File: config.mk
export PLATFORM = sky130hd
export DESIGN_NAME = smooth_random_modulator_core
export DESIGN_NICKNAME = d
export VERILOG_FILES = /design/src/rtl/core/srm_pkg.sv /design/src/rtl/core/srm_ctrl.sv /design/src/rtl/core/srm_datapath.sv /design/src/rtl/core/smooth_random_modulator_core.sv
export SDC_FILE = /design/constraint.sdc
export NUM_CORES = 2
export LEC_CHECK = 0
export ABC_AREA = 1
export BUFFER_PORTS_ARGS = -buffer_cell sky130_fd_sc_hd__buf_2
export CORE_ASPECT_RATIO = 0.5
export CORE_MARGIN = 2
export CORE_UTILIZATION = 50
export CTS_BUF_LIST = sky130_fd_sc_hd__clkbuf_8
export DETAILED_ROUTE_END_ITERATION = 10
export PLACE_DENSITY = 0.76
export SYNTH_ARGS = -nofsm -noshare
export SYNTH_HDL_FRONTEND = slang
export SYNTH_SLANG_ARGS = --single-unit
File: constraint.sdc
create_clock -name i_clk -period 14.25 [get_ports i_clk]
set_clock_uncertainty 0.05 [all_clocks]
set_input_delay 2.85 -clock i_clk [delete_from_list [all_inputs] [get_ports i_clk]]
set_output_delay 2.85 -clock i_clk [all_outputs]
set_load 0.01 [all_outputs]
File: src/rtl/core/srm_pkg.sv
// Shared types and constants of the smooth random modulator core.
// Used by srm_ctrl, srm_datapath and smooth_random_modulator_core; depends on nothing.
`default_nettype none

package srm_pkg;

    // Fixed field and register widths.
    localparam int LEN_W     = 24;
    localparam int SEED_W    = 32;
    localparam int OUT_W     = 18;
    localparam int CFG_IDX_W = 2;
    localparam int S_TDATA_W = 8;
    localparam int M_TDATA_W = 24;

    // Register indexes of the configuration channel.
    localparam logic [CFG_IDX_W-1:0] REG_SEGMENT_LENGTH = 2'd0;
    localparam logic [CFG_IDX_W-1:0] REG_SEED_VALUE     = 2'd1;

    localparam logic [LEN_W-1:0]  SEG_LEN_RESET = 24'd24000;
    localparam logic [SEED_W-1:0] SEED_RESET    = 32'h1234_5678;

    // xorshift32 shift amounts.
    localparam int XS_A = 13;
    localparam int XS_B = 17;
    localparam int XS_C = 5;

    // Draw mapping: round(w * 2^(F+1) / (2^32 - 1)) through bias and divisor.
    localparam logic [SEED_W-1:0] MAP_BIAS = 32'h7FFF_FFFF;
    localparam logic [SEED_W-1:0] MAP_DIV  = 32'hFFFF_FFFF;

    localparam int OUT_MAX = 131071;
    localparam int OUT_MIN = -131072;

    localparam int PRIME_DRAWS = 4;
    localparam int MUL_STEPS   = 6;

    typedef enum logic [2:0] {
        ST_LOAD,
        ST_PRIME,
        ST_IDLE,
        ST_DIV,
        ST_MUL,
        ST_FIN
    } t_state;

    // Horner coefficient added after each product.
    typedef enum logic [1:0] {
        COEF_C,
        COEF_B,
        COEF_A
    } t_coef;

    typedef struct packed {
        logic  in_ready;
        logic  accept;
        logic  load_seed;
        logic  draw_shift;
        logic  div_step;
        logic  mul;
        logic  acc_add;
        t_coef coef_sel;
        logic  finish;
    } t_cmd;

    typedef struct packed {
        logic seed_write;
        logic in_valid;
        logic out_free;
    } t_sts;

    function automatic logic [SEED_W-1:0] xorshift32(input logic [SEED_W-1:0] w);
        logic [SEED_W-1:0] x;
        x = w ^ (w << XS_A);
        x = x ^ (x >> XS_B);
        x = x ^ (x << XS_C);
        return x;
    endfunction

endpackage

`default_nettype wire

File: src/rtl/core/srm_ctrl.sv
// Sequencer of the smooth random modulator: priming, division, Horner steps, hand-off.
// Depends on srm_pkg; drives srm_datapath through the command struct.
`default_nettype none

module srm_ctrl #(
    parameter int FRACTION_BITS = 16
) (
    input  logic          i_clk,
    input  logic          i_rst_n,
    input  srm_pkg::t_sts i_sts,
    output srm_pkg::t_cmd o_cmd
);
    import srm_pkg::*;

    localparam int STEP_W = $clog2(FRACTION_BITS);
    localparam logic [STEP_W-1:0] DIV_LAST   = STEP_W'(FRACTION_BITS - 1);
    localparam logic [STEP_W-1:0] MUL_LAST   = STEP_W'(MUL_STEPS - 1);
    localparam logic [STEP_W-1:0] PRIME_LAST = STEP_W'(PRIME_DRAWS - 1);

    t_state r_state, n_state;
    logic [STEP_W-1:0] r_step, n_step;

    always_ff @(posedge i_clk) begin
        if (!i_rst_n) begin
            r_state <= ST_LOAD;
            r_step  <= '0;
        end else begin
            r_state <= n_state;
            r_step  <= n_step;
        end
    end

    always_comb begin
        n_state = r_state;
        n_step  = r_step;
        case (r_state)
            ST_LOAD: begin
                n_state = ST_PRIME;
                n_step  = '0;
            end
            ST_PRIME: begin
                if (r_step == PRIME_LAST) begin
                    n_state = ST_IDLE;
                end else begin
                    n_step = r_step + STEP_W'(1);
                end
            end
            ST_IDLE: begin
                if (i_sts.in_valid) begin
                    n_state = ST_DIV;
                    n_step  = '0;
                end
            end
            ST_DIV: begin
                if (r_step == DIV_LAST) begin
                    n_state = ST_MUL;
                    n_step  = '0;
                end else begin
                    n_step = r_step + STEP_W'(1);
                end
            end
            ST_MUL: begin
                if (r_step == MUL_LAST) begin
                    n_state = ST_FIN;
                end else begin
                    n_step = r_step + STEP_W'(1);
                end
            end
            ST_FIN: begin
                if (i_sts.out_free) begin
                    n_state = ST_IDLE;
                end
            end
            default: n_state = ST_LOAD;
        endcase
        // A new seed restarts priming from any state.
        if (i_sts.seed_write) begin
            n_state = ST_LOAD;
        end
    end

    always_comb begin
        o_cmd = '0;
        case (r_state)
            ST_LOAD:  o_cmd.load_seed  = 1'b1;
            ST_PRIME: o_cmd.draw_shift = 1'b1;
            ST_IDLE: begin
                o_cmd.in_ready = 1'b1;
                o_cmd.accept   = i_sts.in_valid;
            end
            ST_DIV:   o_cmd.div_step = 1'b1;
            ST_MUL: begin
                // Even steps multiply, odd steps add the next coefficient.
                o_cmd.mul      = ~r_step[0];
                o_cmd.acc_add  = r_step[0];
                o_cmd.coef_sel = t_coef'(r_step[2:1]);
            end
            ST_FIN:   o_cmd.finish = i_sts.out_free;
            default:  o_cmd = '0;
        endcase
    end

endmodule

`default_nettype wire

File: src/rtl/core/srm_datapath.sv
// Datapath of the smooth random modulator: generator, history, segment counter,
// restoring divider for t and one shared multiplier for the Horner steps. Depends on srm_pkg.
`default_nettype none

module srm_datapath #(
    parameter int FRACTION_BITS = 16,
    parameter int COUNT_WIDTH   = 24
) (
    input  logic                                 i_clk,
    input  srm_pkg::t_cmd                        i_cmd,
    input  logic                                 i_restart,
    input  logic [srm_pkg::LEN_W-1:0]            i_seg_len,
    input  logic [srm_pkg::SEED_W-1:0]           i_seed,
    output logic signed [srm_pkg::OUT_W-1:0]     o_result
);
    import srm_pkg::*;

    localparam int F     = FRACTION_BITS;
    localparam int HW    = F + 2;
    localparam int AW    = F + 7;
    localparam int PW    = AW + F + 1;
    localparam int REM_W = LEN_W + 1;
    localparam int NW    = SEED_W + F + 2;
    localparam int CMP_W = ((COUNT_WIDTH > LEN_W) ? COUNT_WIDTH : LEN_W) + 1;
    localparam int RW    = (AW > OUT_W) ? AW : OUT_W;

    logic [SEED_W-1:0]       r_rng;
    logic signed [HW-1:0]    r_hist [4];
    logic [COUNT_WIDTH-1:0]  r_count;
    logic [REM_W-1:0]        r_rem;
    logic [F-1:0]            r_quot;
    logic                    r_sat;
    logic signed [AW-1:0]    r_acc;
    logic signed [PW-1:0]    r_prod;

    logic [LEN_W-1:0]        len_eff;
    logic [COUNT_WIDTH-1:0]  cnt_eff;
    logic [SEED_W-1:0]       x_next;
    logic [NW-1:0]           map_num;
    logic [F+1:0]            map_hi;
    logic [SEED_W:0]         map_sum;
    logic [F+1:0]            map_q;
    logic signed [HW-1:0]    draw_val;
    logic signed [AW-1:0]    pe [4];
    logic signed [AW-1:0]    coef_a, coef_b, coef_c, coef_d, coef_sel_val;
    logic signed [AW-1:0]    prod_floor;
    logic [F-1:0]            t_val;
    logic [REM_W-1:0]        rem2;
    logic                    rem_ge;
    logic                    seg_end;
    logic                    do_draw;
    logic signed [AW-1:0]    s_plus1;
    logic signed [AW-1:0]    half;
    logic signed [RW-1:0]    half_ext;

    // A zero segment length behaves as one.
    assign len_eff = (i_seg_len == '0) ? LEN_W'(1) : i_seg_len;
    assign cnt_eff = i_restart ? '0 : r_count;

    // q = floor(N / (2^32 - 1)) = hi + carry, since N = hi * (2^32 - 1) + hi + lo.
    assign x_next   = xorshift32(r_rng);
    assign map_num  = NW'({x_next, {(F + 1){1'b0}}}) + NW'(MAP_BIAS);
    assign map_hi   = map_num[NW-1:SEED_W];
    assign map_sum  = {1'b0, map_num[SEED_W-1:0]} + (SEED_W + 1)'(map_hi);
    assign map_q    = map_hi + (F + 2)'(map_sum >= {1'b0, MAP_DIV});
    assign draw_val = $signed(map_q - {2'b01, {F{1'b0}}});

    always_comb begin
        for (int i = 0; i < 4; i++) begin
            pe[i] = {{(AW - HW){r_hist[i][HW-1]}}, r_hist[i]};
        end
    end

    assign coef_a = pe[1] <<< 1;
    assign coef_b = pe[2] - pe[0];
    assign coef_c = (pe[0] <<< 1) - ((pe[1] <<< 2) + pe[1]) + (pe[2] <<< 2) - pe[3];
    assign coef_d = pe[3] - pe[0] + ((pe[1] - pe[2]) <<< 1) + (pe[1] - pe[2]);

    always_comb begin
        case (i_cmd.coef_sel)
            COEF_C:  coef_sel_val = coef_c;
            COEF_B:  coef_sel_val = coef_b;
            default: coef_sel_val = coef_a;
        endcase
    end

    assign t_val      = r_sat ? '1 : r_quot;
    assign prod_floor = $signed(r_prod[F +: AW]);

    assign rem2   = {r_rem[REM_W-2:0], 1'b0};
    assign rem_ge = rem2 >= {1'b0, len_eff};

    assign seg_end = (CMP_W'(r_count) + CMP_W'(1)) >= CMP_W'(len_eff);
    assign do_draw = i_cmd.draw_shift | (i_cmd.finish & seg_end);

    always_ff @(posedge i_clk) begin
        if (i_cmd.load_seed) begin
            r_rng <= i_seed;
        end else if (do_draw) begin
            r_rng <= x_next;
        end

        if (do_draw) begin
            r_hist[0] <= r_hist[1];
            r_hist[1] <= r_hist[2];
            r_hist[2] <= r_hist[3];
            r_hist[3] <= draw_val;
        end

        if (i_cmd.load_seed) begin
            r_count <= '0;
        end else if (i_cmd.accept) begin
            r_count <= cnt_eff;
        end else if (i_cmd.finish) begin
            r_count <= seg_end ? '0 : r_count + COUNT_WIDTH'(1);
        end

        if (i_cmd.accept) begin
            r_sat  <= CMP_W'(cnt_eff) >= CMP_W'(len_eff);
            r_rem  <= REM_W'(cnt_eff);
            r_quot <= '0;
        end else if (i_cmd.div_step) begin
            r_rem  <= rem_ge ? rem2 - {1'b0, len_eff} : rem2;
            r_quot <= {r_quot[F-2:0], rem_ge};
        end

        if (i_cmd.accept) begin
            r_acc <= coef_d;
        end else if (i_cmd.acc_add) begin
            r_acc <= coef_sel_val + prod_floor;
        end

        if (i_cmd.mul) begin
            r_prod <= r_acc * $signed({1'b0, t_val});
        end
    end

    // Final halving with rounding to nearest, ties toward plus infinity, then saturation.
    assign s_plus1  = r_acc + AW'(1);
    assign half     = s_plus1 >>> 1;
    assign half_ext = RW'(half);

    always_comb begin
        if (half_ext > RW'(OUT_MAX)) begin
            o_result = OUT_W'(OUT_MAX);
        end else if (half_ext < RW'(OUT_MIN)) begin
            o_result = OUT_W'(OUT_MIN);
        end else begin
            o_result = half_ext[OUT_W-1:0];
        end
    end

endmodule

`default_nettype wire

File: src/rtl/core/smooth_random_modulator_core.sv
// Smooth random modulator: xorshift32 noise, four-point history, Catmull-Rom interpolation.
// Top level; depends on srm_pkg, srm_ctrl and srm_datapath.
//
// Usage: each request on the slave stream (tdata bit 0 = restart) produces one
// signed Q2.16 value on the master stream. Restart clears the segment counter
// before the value is computed; the history is kept.
// Configuration: index 0 writes segment_length, index 1 writes seed_value; other
// indexes are ignored. The channel is always ready. A seed write reloads the
// generator, makes four draws into the history and clears the counter; no request
// is taken while this runs.
// Reset loads segment_length = 24000 and seed 0x12345678 and runs the same
// priming before s_axis_tready rises.
// Sequence: an accepted request passes through the bit-per-cycle divider that forms t
// and the three multiply/add passes of the Horner evaluation on one shared multiplier,
// and the result then lands in the output register. One request is in flight at a time:
// the next request is accepted only after the current result has been handed off.
// Stall: the result register holds while m_axis_tready is low; the next request
// is still accepted and computed, and waits before hand-off until the register frees.
`default_nettype none

module smooth_random_modulator_core #(
    parameter int FRACTION_BITS = 16,
    parameter int COUNT_WIDTH   = 24
) (
    input  logic        i_clk,
    input  logic        i_rst_n,
    // Configuration write channel.
    input  logic        i_cfg_valid,
    output logic        o_cfg_ready,
    input  logic [1:0]  i_cfg_index,
    input  logic [31:0] i_cfg_data,
    // Slave stream.
    input  logic        s_axis_tvalid,
    output logic        s_axis_tready,
    input  logic [7:0]  s_axis_tdata,   // [0] restart, [7:1] zero
    // Master stream.
    output logic        m_axis_tvalid,
    input  logic        m_axis_tready,
    output logic [23:0] m_axis_tdata    // [17:0] mod_value, [23:18] zero
);
    import srm_pkg::*;

    logic [LEN_W-1:0]        r_seg_len;
    logic [SEED_W-1:0]       r_seed;
    logic                    r_out_valid;
    logic [OUT_W-1:0]        r_out_data;

    logic                    cfg_fire;
    logic signed [OUT_W-1:0] dp_result;
    t_cmd                    w_cmd;
    t_sts                    w_sts;

    assign o_cfg_ready = 1'b1;
    assign cfg_fire    = i_cfg_valid & o_cfg_ready;

    always_ff @(posedge i_clk) begin
        if (!i_rst_n) begin
            r_seg_len <= SEG_LEN_RESET;
            r_seed    <= SEED_RESET;
        end else if (cfg_fire) begin
            if (i_cfg_index == REG_SEGMENT_LENGTH) begin
                r_seg_len <= i_cfg_data[LEN_W-1:0];
            end else if (i_cfg_index == REG_SEED_VALUE) begin
                r_seed <= i_cfg_data;
            end
        end
    end

    assign w_sts.seed_write = cfg_fire & (i_cfg_index == REG_SEED_VALUE);
    assign w_sts.in_valid   = s_axis_tvalid;
    assign w_sts.out_free   = ~r_out_valid | m_axis_tready;

    srm_ctrl #(
        .FRACTION_BITS(FRACTION_BITS)
    ) u_ctrl (
        .i_clk  (i_clk),
        .i_rst_n(i_rst_n),
        .i_sts  (w_sts),
        .o_cmd  (w_cmd)
    );

    srm_datapath #(
        .FRACTION_BITS(FRACTION_BITS),
        .COUNT_WIDTH  (COUNT_WIDTH)
    ) u_datapath (
        .i_clk    (i_clk),
        .i_cmd    (w_cmd),
        .i_restart(s_axis_tdata[0]),
        .i_seg_len(r_seg_len),
        .i_seed   (r_seed),
        .o_result (dp_result)
    );

    assign s_axis_tready = w_cmd.in_ready;

    // Output register decouples the computation from a stalled receiver.
    always_ff @(posedge i_clk) begin
        if (!i_rst_n) begin
            r_out_valid <= 1'b0;
        end else if (w_cmd.finish) begin
            r_out_valid <= 1'b1;
        end else if (m_axis_tready) begin
            r_out_valid <= 1'b0;
        end
    end

    always_ff @(posedge i_clk) begin
        if (w_cmd.finish) begin
            r_out_data <= dp_result;
        end
    end

    assign m_axis_tvalid = r_out_valid;
    assign m_axis_tdata  = {{(M_TDATA_W - OUT_W){1'b0}}, r_out_data};

    // A waiting result is never overwritten.
    a_no_overwrite: assert property (@(posedge i_clk) disable iff (!i_rst_n)
        (r_out_valid && !m_axis_tready) |-> !w_cmd.finish)
        else $error("result written over a result still waiting");

    // After a request is taken, no second one is taken until it completes.
    a_one_in_flight: assert property (@(posedge i_clk) disable iff (!i_rst_n)
        (s_axis_tvalid && s_axis_tready) |=> !s_axis_tready)
        else $error("second request taken while one is in flight");

    // A seed write blocks requests while the history is primed.
    a_seed_primes: assert property (@(posedge i_clk) disable iff (!i_rst_n)
        (cfg_fire && i_cfg_index == REG_SEED_VALUE) |=> !s_axis_tready)
        else $error("request taken during priming after seed write");

    // A finished result shows on the master stream in the next cycle.
    a_finish_valid: assert property (@(posedge i_clk) disable iff (!i_rst_n)
        w_cmd.finish |=> m_axis_tvalid)
        else $error("finished result not presented");

endmodule

`default_nettype wire

# Yosys cells after proc, flatten, opt, wreduce, memory -nomap -nowiden
# Memories as Yosys holds them, arrays and structs flattened.
# Index checks and enable logic that the tools add are counted.
[totals] ff_bits=241 output_inout_bits=27 mem_count=1 word_cells=119 mem_bits_rw=72 input_bits=47
[mem_list] memory="u_datapath.r_hist" depth=4 word_bits=18 rd=4 rd_ports_with_merged_regs=0 wr=4 line_no="srm_datapath.sv:28" source="logic signed [HW-1:0] r_hist [4];"
[op_classes] mux=36 reduce_logical=15 mul=1 n_addsub=19 magnitude_cmp=6 n_eq_ne=17 bitwise=11
[ops] cell="two-way mux 24 bit" n=8
[ops] cell="adder 23 bit" n=3
[ops] cell="two-way mux 32 bit" n=2
[ops] cell="bitwise XOR 32 bit" n=2
[ops] cell="subtractor 18 x 18 -> 19 bit" n=3
[ops] cell="adder 49 x 31 -> 50 bit (second input constant)" n=1
[ops] cell="greater-or-equal comparator 25 x 24 -> 1 bit" n=2
[ops] cell="two-way mux 23 bit" n=2
[ops] cell="case mux 23 bit (2 select lines)" n=1
[ops] cell="multiplier 23 x 17 -> 39 bit" n=1
[ops] cell="adder 32 x 18 -> 33 bit" n=1
[ops] cell="greater-or-equal comparator 33 x 32 -> 1 bit (second input constant)" n=1
[ops] cell="bitwise XOR 32 x 15 -> 32 bit" n=1
[ops] cell="adder 24 x 1 -> 25 bit (second input constant)" n=1
[ops] cell="adder 24 x 1 -> 24 bit (second input constant)" n=1
[ops] cell="greater-or-equal comparator 24 bit" n=1
[ops] cell="logical NOT 24 bit" n=1
[ops] cell="subtractor 24 bit" n=1
[ops] cell="adder 23 x 2 -> 23 bit (second input constant)" n=1
[ops] cell="adder 23 x 20 -> 23 bit" n=1
[ops] cell="subtractor 23 x 18 -> 23 bit" n=1
[ops] cell="greater-than comparator 22 x 18 -> 1 bit (second input constant)" n=1
[ops] cell="less-than comparator 22 x 18 -> 1 bit (second input constant)" n=1
[ops] cell="subtractor 19 x 21 -> 22 bit" n=1
[ops] cell="33 further kinds" n=66

# Longest topological paths before layout
# An unclocked memory read counts as a cell.
[depth] word_depth=9 depth_mapped=41 ltp_nobuf=41

# Modules after synthesis
# From an unflattened synthesis, not the netlist that was laid out.
[hier_totals] cells_unflattened=4876 hier_area_um2=38140.3
[modules_own_cells] module="srm_datapath" instances=1 cells_each=4418 area_per_inst_um2=34571.9 seq_area_each_um2=6055.8
[modules_own_cells] module="smooth_random_modulator_core" instances=1 cells_each=355 area_per_inst_um2=2897.8 seq_area_each_um2=1681.6
[modules_own_cells] module="srm_ctrl" instances=1 cells_each=103 area_per_inst_um2=670.6 seq_area_each_um2=140.1

# Worst setup path after synthesis
# Ideal clock, no wire load.
[synth_path] kind="reg-to-reg" from="reg u_datapath.r_sat" to="reg u_datapath.r_prod[38] (data pin)" arrival_time_ns=6.487 path_buffers=3 path_stages_with_launch=27 period_less_slack_ns=6.799 setup_time_ns=0.262 setup_slack_ns=7.451 required_time_ns=13.938 cell_sequence="edfxtp_1 > clkbuf_1 > buf_1 > nor2_1 > inv_1 > clkbuf_1 > nand2_1 > fa_1 > inv_1 > fa_1 > inv_1 > fa_1 > inv_1 > fa_1 > inv_1 > fa_1 > inv_1 > fa_1 > ha_1 > nand2_1 > o31ai_1 > a21oi_1 > o21ai_0 > a21oi_1 > o21ai_0 > a21oi_1 > xor2_1"
[synth_via] elab_chain_len=2
[synth_rtl] item="from (decl)" line_no="srm_datapath.sv:32" source="logic r_sat;"
[synth_rtl] item="from (signal assigned)" line_no="srm_datapath.sv:119" source="r_sat <= CMP_W'(cnt_eff) >= CMP_W'(len_eff);"
[synth_rtl] item="two-way mux 16 bit" line_no="srm_datapath.sv:87" source="assign t_val = r_sat ? '1 : r_quot;"
[synth_rtl] item="multiplier 23 x 17 -> 39 bit" line_no="srm_datapath.sv:134" source="r_prod <= r_acc * $signed({1'b0, t_val});"
[synth_rtl] item="to (signal assigned)" line_no="srm_datapath.sv:134"
[synth_rtl] item="to (decl)" line_no="srm_datapath.sv:34" source="logic signed [PW-1:0] r_prod;"
# Every way passes these cells.
# A chain may end at the register's enable or synchronous reset.

# Worst setup path in the final report
# Ends and elaborated chain as after synthesis.

==> out/summary.txt <==
most frequent cells in the layout -> 952 x nand2_1, 882 x inv_1, 419 x fa_1, 411 x nor2_1, 319 x ha_1
Final Cycle Share -> 60.5%
via count -> 32.2k
Startpoint Class -> register
cell count after synthesis -> 4794
1st-pass router iterations -> 6
relative slew slack -> 15.4%
hold buffers post-CTS -> 0
Starting Density -> 50.5%
Tmin final -> 8.62 ns
post-route cell area -> 0.0403 mm^2
syn avg cell area -> 7.92 um^2
largest net degree at the start of global routing -> 77
fin nets -> 5599
initial antenna violation count -> 1
post-synth top area share -> 22.1%
setup_tns -> 0 ns
clock latency on the worst-skew pair -> 0.69 ns
DP Area -> 0.0393 mm^2
Worst EP required -> 14.63 ns
Setup crit end kind -> register
Area growth, synth to finish -> 6.12%
Final Hold Vio Count -> 0
Mapped Area -> 0.0380 mm^2
flops & latches, synth -> 297
CTS Buffer Depth -> 3
number of global-route vias before repair -> 32.2k
row cnt -> 71
R2R cell count -> 23
root buf cell -> clkbuf_8
CTS Sinks -> 297
Critical-path top delay cell -> edfxtp_1
Antenna Nets Post-Route -> 0
max_cap viols -> 0
total gr overflow -> 0
DRC -> 0
I/O pin cnt -> 74
CTS clk-pin slew, worst paths -> 0.07 ns
status -> finished, final reports clean
core box area -> 0.0752 mm^2
dominant cell type by area after synthesis -> fa_1
worst-margin pin slew -> 1.26 ns
global-route wire length before repair -> 165 mm
fraction of registers with async set/reset -> 0%
die area -> 0.0783 mm^2
Synth Flop Type -> edfxtp_1
post-synthesis sequential area ratio -> 20.7%
hold path depth -> 2
Worst R2R Setup Slack -> 5.63 ns
layout cells sized above 1 -> 6.76%
Netlist cell types -> 68
H-tree Lvls -> 2
CP Max Fanout -> 18
per-cell routed wire length -> 17.1 um
Max Slew Vio Count -> 0
HP Class -> register to register
CTS tree -> built
Die Width -> 394 um
synth warn -> 0
CTS buffer count -> 47
Synth area leaders -> fa_1 22%, edfxtp_1 15%, ha_1 11%
total global-route track usage -> 26.0%
Chip Height -> 199 um
fmax -> 116 MHz
RSZ-0062 raised after global routing -> no
Critical Path AT -> 9.00 ns
Initial DRC Count -> 2844
post-DR vias/cell -> 5.49
total setup buffers inserted after CTS -> 0
commonest non-fill, non-tap cell in the layout -> nand2_1
number of flops mapped to enable cells by yosys -> 193
gp weighted congestion -> 0.941
CP Class -> register to register
# setup viols final -> 0
worst stage delay on the critical path -> 0.87 ns
# diodes -> 0
Post-Route WL -> 100 mm
I/O Buffers -> 59
HPWL after DPL -> 80.2 mm
post-CTS sizing -> 0
CP cell instances -> nor2_1 > inv_1 > nand2_1 > fa_1 > inv_1 > fa_1 > inv_1 > fa_1 > inv_1 > fa_1 > inv_1 > fa_1 > inv_1 > fa_1 > ha_1 > nand2_1 > o31ai_1 > a21oi_1 > o21ai_0 > a21oi_1 > o21ai_0 > a21oi_1 > xor2_1
synth_stat cells (17+ instances only):
cell and number:
a21oi_1 287, a31oi_1 32, clkbuf_1 96, dfxtp_1 104
edfxtp_1 193, fa_1 419, ha_1 319, inv_1 869
inv_2 33, nand2_1 953, nand2_2 49, nand3_1 164
nand4_1 43, nor2_1 415, nor2_2 17, nor3_1 36
o21a_1 17, o21ai_0 280, o22ai_1 30, xnor2_1 72
xor2_1 146
state kept, by name (all words and copies together), names as in the netlist:
| register | flops |
|---|---|
| u_datapath.r_rng | 32 |
| r_seed | 32 |
| u_datapath.r_sat | 1 |
| u_datapath.r_quot | 16 |
| r_seg_len | 24 |
| u_ctrl.r_step | 4 |
| u_datapath.r_hist | 72 |
| u_datapath.r_acc | 23 |
| r_out_data | 18 |
| u_datapath.r_count | 24 |
| u_datapath.r_rem | 24 |
| u_ctrl.r_state | 3 |
| m_axis_tvalid | 1 |
| u_datapath.r_prod | 23 |
through the flow:
stage / instances / hold WS, ns / utilization [%] / setup slack [ns]
finish: 5874 / 0.419 / 53.6 / 5.63
global route: 5874 / 0.438 / 53.6 / 5.35
CTS: 5874 / 0.420 / 53.6 / 5.80
detailed placement: 5787 / 0.410 / 52.2 / 5.82
global placement: 5787 / 0.405 / 52.2 / 5.96
floorplan: 4799 / 0.375 / - / 7.45
cells by family (layout without fill, tap and decap cells):
family          after synthesis  in the layout  share of synthesized area (%)
mux                           1              1                         0.0264
xor+xnor                    220            220                           5.14
simple gates               1756           1756                           20.1
flops                       297            297                           20.7
other cells                   2              7                         0.0198
fa+ha+maj                   738            738                           32.6
buf+inv                    1033           1086                           10.5
compound gates              747            747                           10.9
worst paths after layout:
path | to | start
max | u_datapath.r_prod[38]$_DFFE_PP_ | u_datapath.r_sat$_DFFE_PP_
min | r_seed[7]$_SDFFE_PN0P_ | r_seed[7]$_SDFFE_PN0P_
max reg2reg | u_datapath.r_prod[38]$_DFFE_PP_ | u_datapath.r_sat$_DFFE_PP_
min reg2reg | r_seed[7]$_SDFFE_PN0P_ | r_seed[7]$_SDFFE_PN0P_
critical path: cells and delay by family (launching register included):
kind | cells | cell delay, ns
compound gates | 6 | 2.29
xor+xnor | 1 | 0.17
simple gates | 3 | 0.61
fa+ha+maj | 7 | 3.39
buf+inv | 6 | 0.96
flops | 1 | 0.87
layout make-up:
type                            count  area [um^2]
Sequential cell                   297         7880
Clock inverter                     32          284
Inverter                          916         3450
Fill cell                        6957        34900
Tap cell                         1022         1280
Timing Repair Buffer               83          475
Multi-Input combinational cell   3469        26200
Clock buffer                       55          757
layer usage:
metal	global-route usage, %	wire length [um]
met1	35.1	43100
met2	43.1	45900
met3	4.05	8180
met4	8.60	3140
met5	0	13
Power is left out: the tool's default activity adds up to more than one toggle a clock period on the data nets, which glitch-free logic cannot reach.
